## src/ipc_pkg.sv

```systemverilog
// ----------------------------------------------------------------------------
// ipc_pkg
// shared widths, register indexes and the configuration bundle of the
// incremental pi controller
// ----------------------------------------------------------------------------
package ipc_pkg;

	localparam int GainW  = 24;
	localparam int ValW   = 16;
	localparam int ErrW   = ValW + 1;
	localparam int DiffW  = ValW + 2;
	localparam int FracW  = 16;
	localparam int AccW   = 45;
	localparam int CfgIdxW  = 3;
	localparam int CfgDataW = 24;

	localparam logic [CfgIdxW-1:0] RegKp       = 3'd0;
	localparam logic [CfgIdxW-1:0] RegKiTs     = 3'd1;
	localparam logic [CfgIdxW-1:0] RegSetpoint = 3'd2;
	localparam logic [CfgIdxW-1:0] RegOutMin   = 3'd3;
	localparam logic [CfgIdxW-1:0] RegOutMax   = 3'd4;

	localparam logic signed [ValW-1:0] OutMinReset = 16'sh8000;
	localparam logic signed [ValW-1:0] OutMaxReset = 16'sh7fff;

	typedef struct packed {
		logic signed [GainW-1:0] kp;
		logic signed [GainW-1:0] ki_ts;
		logic signed [ValW-1:0]  setpoint;
		logic signed [ValW-1:0]  out_min;
		logic signed [ValW-1:0]  out_max;
	} ipc_cfg_t;

	typedef struct packed {
		logic signed [ErrW-1:0] prev_error;
		logic signed [ValW-1:0] prev_drive;
		logic                   primed;
	} ipc_hist_t;

endpackage

```

## src/ipc_calc.sv

```systemverilog
// ----------------------------------------------------------------------------
// ipc_calc
// control law: q16 sum of the velocity form, clamp, truncation toward zero
// ----------------------------------------------------------------------------
module ipc_calc (
	input  ipc_pkg::ipc_cfg_t                cfg,
	input  ipc_pkg::ipc_hist_t               hist,
	input  logic signed [ipc_pkg::ErrW-1:0]  err,
	input  logic                             restart,
	output logic signed [ipc_pkg::ValW-1:0]  drive
);

	logic                                   has_hist;
	logic signed [ipc_pkg::DiffW-1:0]       kp_opd;
	logic signed [ipc_pkg::GainW+ipc_pkg::DiffW-1:0] kp_prod;
	logic signed [ipc_pkg::GainW+ipc_pkg::ErrW-1:0]  ki_prod;
	logic signed [ipc_pkg::AccW-1:0]        acc;
	logic signed [ipc_pkg::AccW-1:0]        hi_lim;
	logic signed [ipc_pkg::AccW-1:0]        lo_lim;
	logic [ipc_pkg::AccW-ipc_pkg::FracW-1:0] whole;
	logic [ipc_pkg::AccW-ipc_pkg::FracW-1:0] whole_tz;

	// restart drops the history before this sample is used
	assign has_hist = hist.primed && !restart;

	assign kp_opd = has_hist ?
		({err[ipc_pkg::ErrW-1], err} - {hist.prev_error[ipc_pkg::ErrW-1], hist.prev_error}) :
		{err[ipc_pkg::ErrW-1], err};

	assign kp_prod = cfg.kp * kp_opd;
	assign ki_prod = cfg.ki_ts * err;

	always_comb begin
		acc = {{(ipc_pkg::AccW - ipc_pkg::GainW - ipc_pkg::DiffW){kp_prod[$high(kp_prod)]}},
			kp_prod};
		if (has_hist) begin
			acc = acc
				+ {{(ipc_pkg::AccW - ipc_pkg::GainW - ipc_pkg::ErrW){ki_prod[$high(ki_prod)]}},
					ki_prod}
				+ {{(ipc_pkg::AccW - ipc_pkg::ValW - ipc_pkg::FracW){hist.prev_drive[ipc_pkg::ValW-1]}},
					hist.prev_drive, {ipc_pkg::FracW{1'b0}}};
		end
	end

	assign hi_lim = {{(ipc_pkg::AccW - ipc_pkg::ValW - ipc_pkg::FracW){cfg.out_max[ipc_pkg::ValW-1]}},
		cfg.out_max, {ipc_pkg::FracW{1'b0}}};
	assign lo_lim = {{(ipc_pkg::AccW - ipc_pkg::ValW - ipc_pkg::FracW){cfg.out_min[ipc_pkg::ValW-1]}},
		cfg.out_min, {ipc_pkg::FracW{1'b0}}};

	// round toward zero: negative sums with a fraction step up by one
	assign whole = acc[ipc_pkg::AccW-1:ipc_pkg::FracW];
	assign whole_tz = (acc[ipc_pkg::AccW-1] && (acc[ipc_pkg::FracW-1:0] != '0)) ?
		whole + {{(ipc_pkg::AccW-ipc_pkg::FracW-1){1'b0}}, 1'b1} : whole;

	always_comb begin
		priority if (acc > hi_lim) begin
			drive = cfg.out_max;
		end else if (acc < lo_lim) begin
			drive = cfg.out_min;
		end else begin
			drive = whole_tz[ipc_pkg::ValW-1:0];
		end
	end

endmodule

```

## src/incremental_pi_controller_core.sv

```systemverilog
// ----------------------------------------------------------------------------
// incremental_pi_controller_core
// incremental pi controller with registered input stage and output register
// ----------------------------------------------------------------------------
// One measured sample per transaction in, one clamped drive value per
// transaction out. Throughput is one sample per clock unless m_axis_tready
// stalls the output; a sample goes through the error register, then the
// result register behind the control law. The stored history is updated as
// the result is registered, so the next sample already sees it. Gains, setpoint
// and limits are written via the cfg channel; the user must write them only
// while the block holds no sample (not enforced); cfg_ready is always high.
module incremental_pi_controller_core (
	input  logic                              clk,
	input  logic                              arst_n,
	input  logic                              cfg_valid,
	output logic                              cfg_ready,
	input  logic [ipc_pkg::CfgIdxW-1:0]       cfg_index,
	input  logic [ipc_pkg::CfgDataW-1:0]      cfg_data,
	input  logic                              s_axis_tvalid,
	output logic                              s_axis_tready,
	input  logic [15:0]                       s_axis_tdata,  // [15:0] measured
	input  logic                              s_axis_tuser,  // [0] restart
	output logic                              m_axis_tvalid,
	input  logic                              m_axis_tready,
	output logic [15:0]                       m_axis_tdata   // [15:0] drive
);

	ipc_pkg::ipc_cfg_t                  cfg_q;
	ipc_pkg::ipc_hist_t                 hist_q;
	logic                               valid_s1;
	logic signed [ipc_pkg::ErrW-1:0]    err_s1;
	logic                               restart_s1;
	logic signed [ipc_pkg::ValW-1:0]    drive_q;
	logic signed [ipc_pkg::ValW-1:0]    drive_nxt;
	logic                               out_valid_q;
	logic                               advance;
	logic                               in_take;

	assign cfg_ready = 1'b1;

	always_ff @(posedge clk or negedge arst_n) begin
		if (!arst_n) begin
			cfg_q.kp       <= '0;
			cfg_q.ki_ts    <= '0;
			cfg_q.setpoint <= '0;
			cfg_q.out_min  <= ipc_pkg::OutMinReset;
			cfg_q.out_max  <= ipc_pkg::OutMaxReset;
		end else if (cfg_valid) begin
			unique case (cfg_index)
				ipc_pkg::RegKp:       cfg_q.kp       <= cfg_data;
				ipc_pkg::RegKiTs:     cfg_q.ki_ts    <= cfg_data;
				ipc_pkg::RegSetpoint: cfg_q.setpoint <= cfg_data[ipc_pkg::ValW-1:0];
				ipc_pkg::RegOutMin:   cfg_q.out_min  <= cfg_data[ipc_pkg::ValW-1:0];
				ipc_pkg::RegOutMax:   cfg_q.out_max  <= cfg_data[ipc_pkg::ValW-1:0];
				default: ;
			endcase
		end
	end

	assign advance       = valid_s1 && (!out_valid_q || m_axis_tready);
	assign s_axis_tready = !valid_s1 || advance;
	assign in_take       = s_axis_tvalid && s_axis_tready;

	// input stage: error against the setpoint
	always_ff @(posedge clk or negedge arst_n) begin
		if (!arst_n) begin
			valid_s1 <= 1'b0;
		end else if (s_axis_tready) begin
			valid_s1 <= s_axis_tvalid;
		end
	end

	always_ff @(posedge clk) begin
		if (in_take) begin
			err_s1     <= {cfg_q.setpoint[ipc_pkg::ValW-1], cfg_q.setpoint}
				- {s_axis_tdata[ipc_pkg::ValW-1], s_axis_tdata};
			restart_s1 <= s_axis_tuser;
		end
	end

	ipc_calc u_calc (
		.cfg     (cfg_q),
		.hist    (hist_q),
		.err     (err_s1),
		.restart (restart_s1),
		.drive   (drive_nxt)
	);

	always_ff @(posedge clk or negedge arst_n) begin
		if (!arst_n) begin
			hist_q      <= '0;
			out_valid_q <= 1'b0;
		end else begin
			if (advance) begin
				hist_q.prev_error <= err_s1;
				hist_q.prev_drive <= drive_nxt;
				hist_q.primed     <= 1'b1;
				out_valid_q       <= 1'b1;
			end else if (m_axis_tready) begin
				out_valid_q <= 1'b0;
			end
		end
	end

	always_ff @(posedge clk) begin
		if (advance) begin
			drive_q <= drive_nxt;
		end
	end

	assign m_axis_tvalid = out_valid_q;
	assign m_axis_tdata  = drive_q;

	a_adv_out: assert property (@(posedge clk) disable iff (!arst_n)
		advance |=> (m_axis_tvalid && m_axis_tdata == hist_q.prev_drive))
		else $error("result register and stored drive disagree");

	a_primed: assert property (@(posedge clk) disable iff (!arst_n)
		m_axis_tvalid |-> hist_q.primed)
		else $error("result shown without history update");

	a_clamp: assert property (@(posedge clk) disable iff (!arst_n)
		(m_axis_tvalid && (cfg_q.out_min <= cfg_q.out_max)) |->
		(($signed(m_axis_tdata) >= cfg_q.out_min) && ($signed(m_axis_tdata) <= cfg_q.out_max)))
		else $error("drive outside limits");

endmodule
```

## config.mk

```make
export PLATFORM = sky130hd
export DESIGN_NAME = incremental_pi_controller_core
export DESIGN_NICKNAME = d
export VERILOG_FILES = /design/src/ipc_pkg.sv /design/src/ipc_calc.sv /design/src/incremental_pi_controller_core.sv
export SDC_FILE = /design/constraint.sdc
export NUM_CORES = 2
export LEC_CHECK = 0
export ABC_AREA = 0
export ABC_CLOCK_PERIOD_IN_PS = 16400
export BUFFER_PORTS_ARGS = -buffer_cell sky130_fd_sc_hd__buf_2
export CAP_MARGIN = 10
export CELL_PAD_IN_SITES_DETAIL_PLACEMENT = 1
export CELL_PAD_IN_SITES_GLOBAL_PLACEMENT = 1
export CORE_MARGIN = 2
export CORE_UTILIZATION = 45
export DETAILED_ROUTE_END_ITERATION = 6
export PLACE_DENSITY_LB_ADDON = 0.2
export SETUP_SLACK_MARGIN = 0.1
export SLEW_MARGIN = 10
export SYNTH_ARGS = -nofsm -noshare
export SYNTH_HDL_FRONTEND = slang
export SYNTH_SLANG_ARGS = --single-unit
```

## constraint.sdc

```tcl
create_clock -name clk -period 16.4 [get_ports clk]
set_input_delay 3.28 -clock clk [delete_from_list [all_inputs] [get_ports clk]]
set_output_delay 3.28 -clock clk [all_outputs]
set_load 0.02 [all_outputs]
```

# Word level (Yosys, flattened, before mapping)
# Index checks and enable logic that the tools add are counted.
# totals
in_bits	49
output_inout_bits	19
ff_bits	166
wordCells	50
# classes
n_addsub	5
multipliers	2
n_mux	7
order_cmp	2
n_reduce_logical	17
n_eq_ne	4
# ops
op	count
16-bit two-way mux	3
45-bit adder	1
45-bit by 32-bit > comparator with 1-bit output	1
45-bit by 32-bit < comparator with 1-bit output	1
45-bit two-way mux	1
42-bit by 41-bit adder with 43-bit output	1
24-bit by 18-bit multiplier with 42-bit output	1
24-bit by 17-bit multiplier with 41-bit output	1
18-bit two-way mux	1
17-bit by 17-bit subtractor with 18-bit output	1
16-bit by 16-bit subtractor with 17-bit output	1
16-bit by 1-bit adder with 16-bit output, second input constant	1
16-bit nonzero test	1
2-bit AND reduction	5
3-bit by 2-bit equality test with 1-bit output, second input constant	2
1-bit logical AND	4
3-bit by 1-bit equality test with 1-bit output, second input constant	1
3-bit equality test, second input constant	1
1-bit logical NOT	3
3-bit logical NOT	1
1-bit logical OR	2
1-bit two-way mux	2
2-bit nonzero test	1

# Longest topological paths before layout
# logic_depth
word_depth	12
depth_mapped	81
depth_no_buf	78

# Cells and area by module
# Synthesis repeated with hierarchy kept, for this count alone.
# hier_totals
hier_cells	4482
hier_area_um2	42470.7
# modules_own_cells
mod	cells_each	area_per_inst_um2	seq_area_each_um2	n_inst
ipc_calc	4024	35620.4	0.0	1
incremental_pi_controller_core	458	6850.3	4344.2	1

# Worst setup path before layout
# OpenSTA, ideal clock, no wires.
# synth_path
path_kind	register to register
from	register err_s1[1] in the netlist's numbering
to	register hist_q[15] in the netlist's numbering
t_arrival_ps	17147
stages_incl_launch_ff	80
slack_ps	-857
synth_period_minus_slack_ps	17257
required_time_ps	16290
setup_time_ps	110
n_path_buf	5
path_cell_list	edfxtp_1 -> clkbuf_1 -> clkbuf_1 -> inv_1 -> fa_1 -> nor2b_1 -> o21ai_0 -> a21boi_0 -> o21ai_0 -> nand2b_1 -> a21oi_1 -> o2111ai_1 -> a41oi_1 -> o21ai_0 -> xor2_1 -> mux2_2 -> clkbuf_1 -> and2_1 -> (+44 left out) -> a211o_1 -> a21o_1 -> a21oi_1 -> xor2_1 -> o21ai_0 -> ha_1 -> nand2_1 -> nor3_1 -> nand2_1 -> nor3_1 -> a21boi_0 -> o31ai_1 -> a31oi_1 -> nand2b_1 -> clkbuf_1 -> nor2_1 -> mux2_2 -> o41ai_1
# synth_via
elab_chain_len	11
word_cells_on_any_way	15
cone_classes	4 x add/sub; 2 x mul; 2 x order compare; 5 x mux; 2 x reduce/logical
# synth_lines
item	line	source
start: declaration	incremental_pi_controller_core.sv:31	logic signed [ipc_pkg::ErrW-1:0] err_s1;
start signal: assignment	incremental_pi_controller_core.sv:75	err_s1 <= {cfg_q.setpoint[ipc_pkg::ValW-1], cfg_q.setpoint}
17-bit by 17-bit subtractor with 18-bit output	ipc_calc.sv:27	({err[ipc_pkg::ErrW-1], err} - {hist.prev_error[ipc_pkg::ErrW-1], hist.prev_error}) :
18-bit two-way mux	ipc_calc.sv:26	assign kp_opd = has_hist ?
24-bit by 18-bit multiplier with 42-bit output	ipc_calc.sv:30	assign kp_prod = cfg.kp * kp_opd;
42-bit by 41-bit adder with 43-bit output	ipc_calc.sv:38	+ {{(ipc_pkg::AccW - ipc_pkg::GainW - ipc_pkg::ErrW){ki_prod[$high(ki_prod)]}},
45-bit adder	ipc_calc.sv:40	+ {{(ipc_pkg::AccW - ipc_pkg::ValW - ipc_pkg::FracW){hist.prev_drive[ipc_pkg::ValW-1]}},
45-bit two-way mux *	ipc_calc.sv:36	if (has_hist) begin
parallel branches: the longest is 4 deep, another holds 45-bit by 32-bit < comparator with 1-bit output	n/a	
16-bit two-way mux *	ipc_calc.sv:56	priority if (acc > hi_lim) begin
end: declaration	incremental_pi_controller_core.sv:29	ipc_pkg::ipc_hist_t hist_q;
# Mark *: on every way between the ends.
# A chain may end at the register's enable or synchronous reset.

# Final worst setup path
# layout_path
from	register hist_q[18] in the netlist's numbering
to	register drive_q, in the netlist m_axis_tdata[2] (data pin)
# layout_via
elab_chain_len	11
word_cells_on_any_way	14
cone_classes	4 x add/sub; 1 x mul; 2 x order compare; 5 x mux; 2 x reduce/logical
# layout_lines
item	line	source
17-bit by 17-bit subtractor with 18-bit output *	ipc_calc.sv:27	
18-bit two-way mux *	ipc_calc.sv:26	
24-bit by 18-bit multiplier with 42-bit output *	ipc_calc.sv:30	
42-bit by 41-bit adder with 43-bit output	ipc_calc.sv:38	
45-bit adder	ipc_calc.sv:40	
45-bit two-way mux *	ipc_calc.sv:36	
parallel branches: the longest is 4 deep, another holds 45-bit by 32-bit < comparator with 1-bit output	n/a	
16-bit two-way mux *	ipc_calc.sv:56	
via drive_nxt (one bit)	incremental_pi_controller_core.sv:34	logic signed [ipc_pkg::ValW-1:0] drive_nxt;
end signal: assignment	incremental_pi_controller_core.sv:107	drive_q <= drive_nxt;
end: declaration	incremental_pi_controller_core.sv:33	logic signed [ipc_pkg::ValW-1:0] drive_q;
# Mark *: on every way through the listed nets, which the timed path passes.

==> flow_summary_export.csv <==
group,metric,value,unit
synth,yosysWarningCount,0,
hold_path,hold_start,"cfg_q[29]",
timing,slew_headroom,17.18,%
hold_path,holdCritPathClass,"flip-flop to flip-flop",
timing,setup_viol_count_final,32,
floorplanning,start_util,45.55,%
clocking,h-tree-depth,4,
clocking,clk_latency,0.48,ns
critical_path,worstPathArrival,17.28,ns
placement,port_buffers,66,
critical_path,path_buf_inv,17,
critical_path,critPathCaptureType,"flip-flop",
floorplanning,fp.dieH,314.3,um
floorplanning,io_pins,68,
cells_and_area,fin_util,53.74,%
global_route,grtUsageTotal,29.30,%
synth,synth-main-ff-cell,"dfrtp_1",
routing,drt-initial-drc-count,1727,
synth,syn_area,43340,um^2
cells_and_area,layout_commonest_cell,"inv_1",
clocking,cts_buffers,17,
floorplanning,die_area,98810,um^2
global_route,busiest_layer,"met2",
critical_path,rr_endpoint,"m_axis_tdata[2]",
synth,synth_edf_count,34,
synth,synth_nets,6039,
clocking,cts_tree,"done",
timing,final_max_slew_viol_count,0,
routing,remaining_drc_errors,0,
hold_path,min_path_cells,1,
timing,hold_violations,0,
routing,wirelength,140800,um
cells_and_area,final_cell_mix,"1,037 x inv_1, 890 x fa_1, 664 x nand2_1, 563 x buf_4, 317 x ha_1",
routing,ant_nets,0,
timing,tightest_slew,1.239,ns
placement,gp_congestion,0.9306,
global_route,grt-ovfl-total,0,
synth,synth_area_per_cell,9.124,um^2
critical_path,cp_slowest_cell,"fa_1",
critical_path,start_kind,"flip-flop",
global_route,antenna_found_initial,8,
synth,synth.distinct_cells,89,
critical_path,required,16.63,ns
critical_path,reg2reg_slack,-0.65,ns
floorplanning,coreArea,95150,um^2
global_route,grt_pass1_wl,222300,um
critical_path,path_max_fanout,6,
timing,worst_slack,-0.6487,ns
synth,ys_seq_area_share,10.02,%
flow_run,cap_violations,0,
timing,skew,0.01992,ns
clocking,cts_root_buf,"clkbuf_16",
critical_path,slowest_delay,0.57,ns
routing,viasPerCell,5.360,
cells_and_area,nNetsFinal,6521,
critical_path,crit_family,"adder cells",
global_route,use_met2,51.60,%
synth,ys_seq_elements,166,
clocking,ctsHoldBuffers,0,
synth,synth-async-reset-ratio,79.52,%
timing,rsz0062_at_grt,"true",
run_status,status,"finished with violations",
routing,vias,34910,
critical_path,cpMostUsedCell,"fa_1",
synth,synthCells,4750,
global_route,grt_pass1_vias,39600,
cells_and_area,syn_to_final_growth,17.98,%
critical_path,timing_worst_setup_path_type,"flip-flop to flip-flop",
routing,drt-wirelength-per-cell,21.61,um
clocking,cts.clk_slew.worst_paths,0.08,ns
critical_path,r2r-start,"hist_q[18]",
timing,fin_crit_sh,104.0,%
floorplanning,die-width,314.3,um
cells_and_area,fillCellCount,10910,
global_route,use_met3,3.623,%
critical_path,worst_r2r_path_depth,77,
placement,dp_hpwl,115200,um
run_status,violations,"setup timing",
cells_and_area,drive_above_1_share,20.40,%
global_route,grt_start_max_net_pins,79,
clocking,cts_buffer_depth,2,
timing,clock.fmax,58.66,MHz
floorplanning,rows,113,
clocking,cts.sink_count,166,
routing,drt-pass1-iter-count,6,
global_route,grtUsageMet1,37.96,%
timing,layout_min_cycle_time,17.05,ns
hold_path,min_to,"cfg_q[29]",
==> worst register-to-register path, delay by kind of cell (launching register included) <==
family / cells / cell delay (ns)
compound gates: 27 / 5.21
xor+xnor: 3 / 0.51
fa+ha+maj: 17 / 7.02
buf+inv: 17 / 1.77
flops: 1 / 0.40
mux: 1 / 0.32
simple gates: 12 / 1.59
==> how the worst max path moves through the flow <==
stage / from / endpoint / slack [ns] / cells after the start
5_1_grt: hist_q[18] / m_axis_tdata[2] / -1.29 / 77
4_1_cts: err_s1[1] / hist_q[1] / -0.41 / 73
2_1_floorplan: hist_q[18] / hist_q[15] / 0.11 / 73
3_5_place_dp: err_s1[1] / hist_q[7] / -1.37 / 72
3_3_place_gp: err_s1[1] / hist_q[7] / -1.06 / 74
6_report: hist_q[18] / m_axis_tdata[2] / -0.65 / 77
==> what timing repair did <==
action                                  CTS  global route
endpoints found under the setup margin   32            32
cloned                                    0             1
resized for setup                       166           125
buffers inserted                         54            24
pin swaps                                59            70
==> final cells by class <==
class	instances	area, um^2	area share [%]
inverter	1055	3964	7.752
sequential	166	4344	8.496
timing repair buffer	669	5149	10.07
clock buffer	20	446.7	0.8736
multi-input combinational	3323	35520	69.47
tap	1265	1583	3.095
antenna	4	10.01	0.01958
clock inverter	12	115.1	0.2251
==> per-layer routing <==
layer | share of wire [%] | routed length (um)
met1 | 42 | 58590
met2 | 51 | 71170
met3 | 4.5 | 6289
met4 | 3.3 | 4685
met5 | 0.024 | 34
==> metrics by stage <==
step / hold slack, ns / instance area, um^2 / setup slack (ns) / TNS [ns] / instances
after floorplan: 0.4498 / 43500 / 0.1096 / 0 / 4750
after global placement: 0.4726 / 48780 / -1.056 / -29.48 / 6404
after detailed placement: 0.4917 / 48780 / -1.370 / -38.87 / 6404
after CTS: 0.5139 / 50380 / -0.4135 / -10.18 / 6489
after global routing: 0.5285 / 51130 / -1.291 / -35.77 / 6511
final: 0.5147 / 51130 / -0.6487 / -14.70 / 6514
==> logic make-up (layout without fill, tap and decap cells) <==
family | Yosys count | in the layout | synth area share [%]
flip-flops | 166 | 166 | 10.02
AND/OR/NAND/NOR | 1344 | 1344 | 14.75
other | 1 | 5 | 0.008653
AO/OA/AOI/OAI | 508 | 508 | 7.561
multiplexers | 106 | 106 | 2.728
XOR/XNOR | 124 | 124 | 2.506
adder cells (fa/ha/maj) | 1240 | 1240 | 51.28
buffers and inverters | 1261 | 1756 | 11.14
==> Yosys cell counts, types with 16 or more instances <==
library cell	count	area share [%]
xnor2_1	78	1.6
nand4_1	25	0.36
mux2_2	97	2.5
dfstp_2	16	0.97
edfxtp_1	34	2.4
fa_1	894	41
xor2_1	46	0.93
inv_1	1054	9.1
o21a_1	27	0.47
a21o_1	44	0.76
a31oi_1	16	0.23
dfrtp_1	116	6.7
ha_1	346	10
nand3_1	48	0.55
and2_1	237	3.4
o21bai_1	18	0.31
clkbuf_1	172	1.5
a211oi_1	25	0.43
nor2b_1	54	0.78
buf_1	23	0.20
a21oi_1	106	1.2
nor3_1	36	0.42
nor2_1	129	1.1
o21ai_0	143	1.7
nand2b_1	61	0.88
or3_1	16	0.23
nand2_1	672	5.8
==> state kept, by name, indices dropped and copies added, names as in the netlist <==
register,cells
valid_s1,1
err_s1,17
hist_q,34
cfg_q,96
m_axis_tdata,16
restart_s1,1
m_axis_tvalid,1
Power is left out: the tool's default activity adds up to more than one toggle a clock period on the data nets, which glitch-free logic cannot reach.
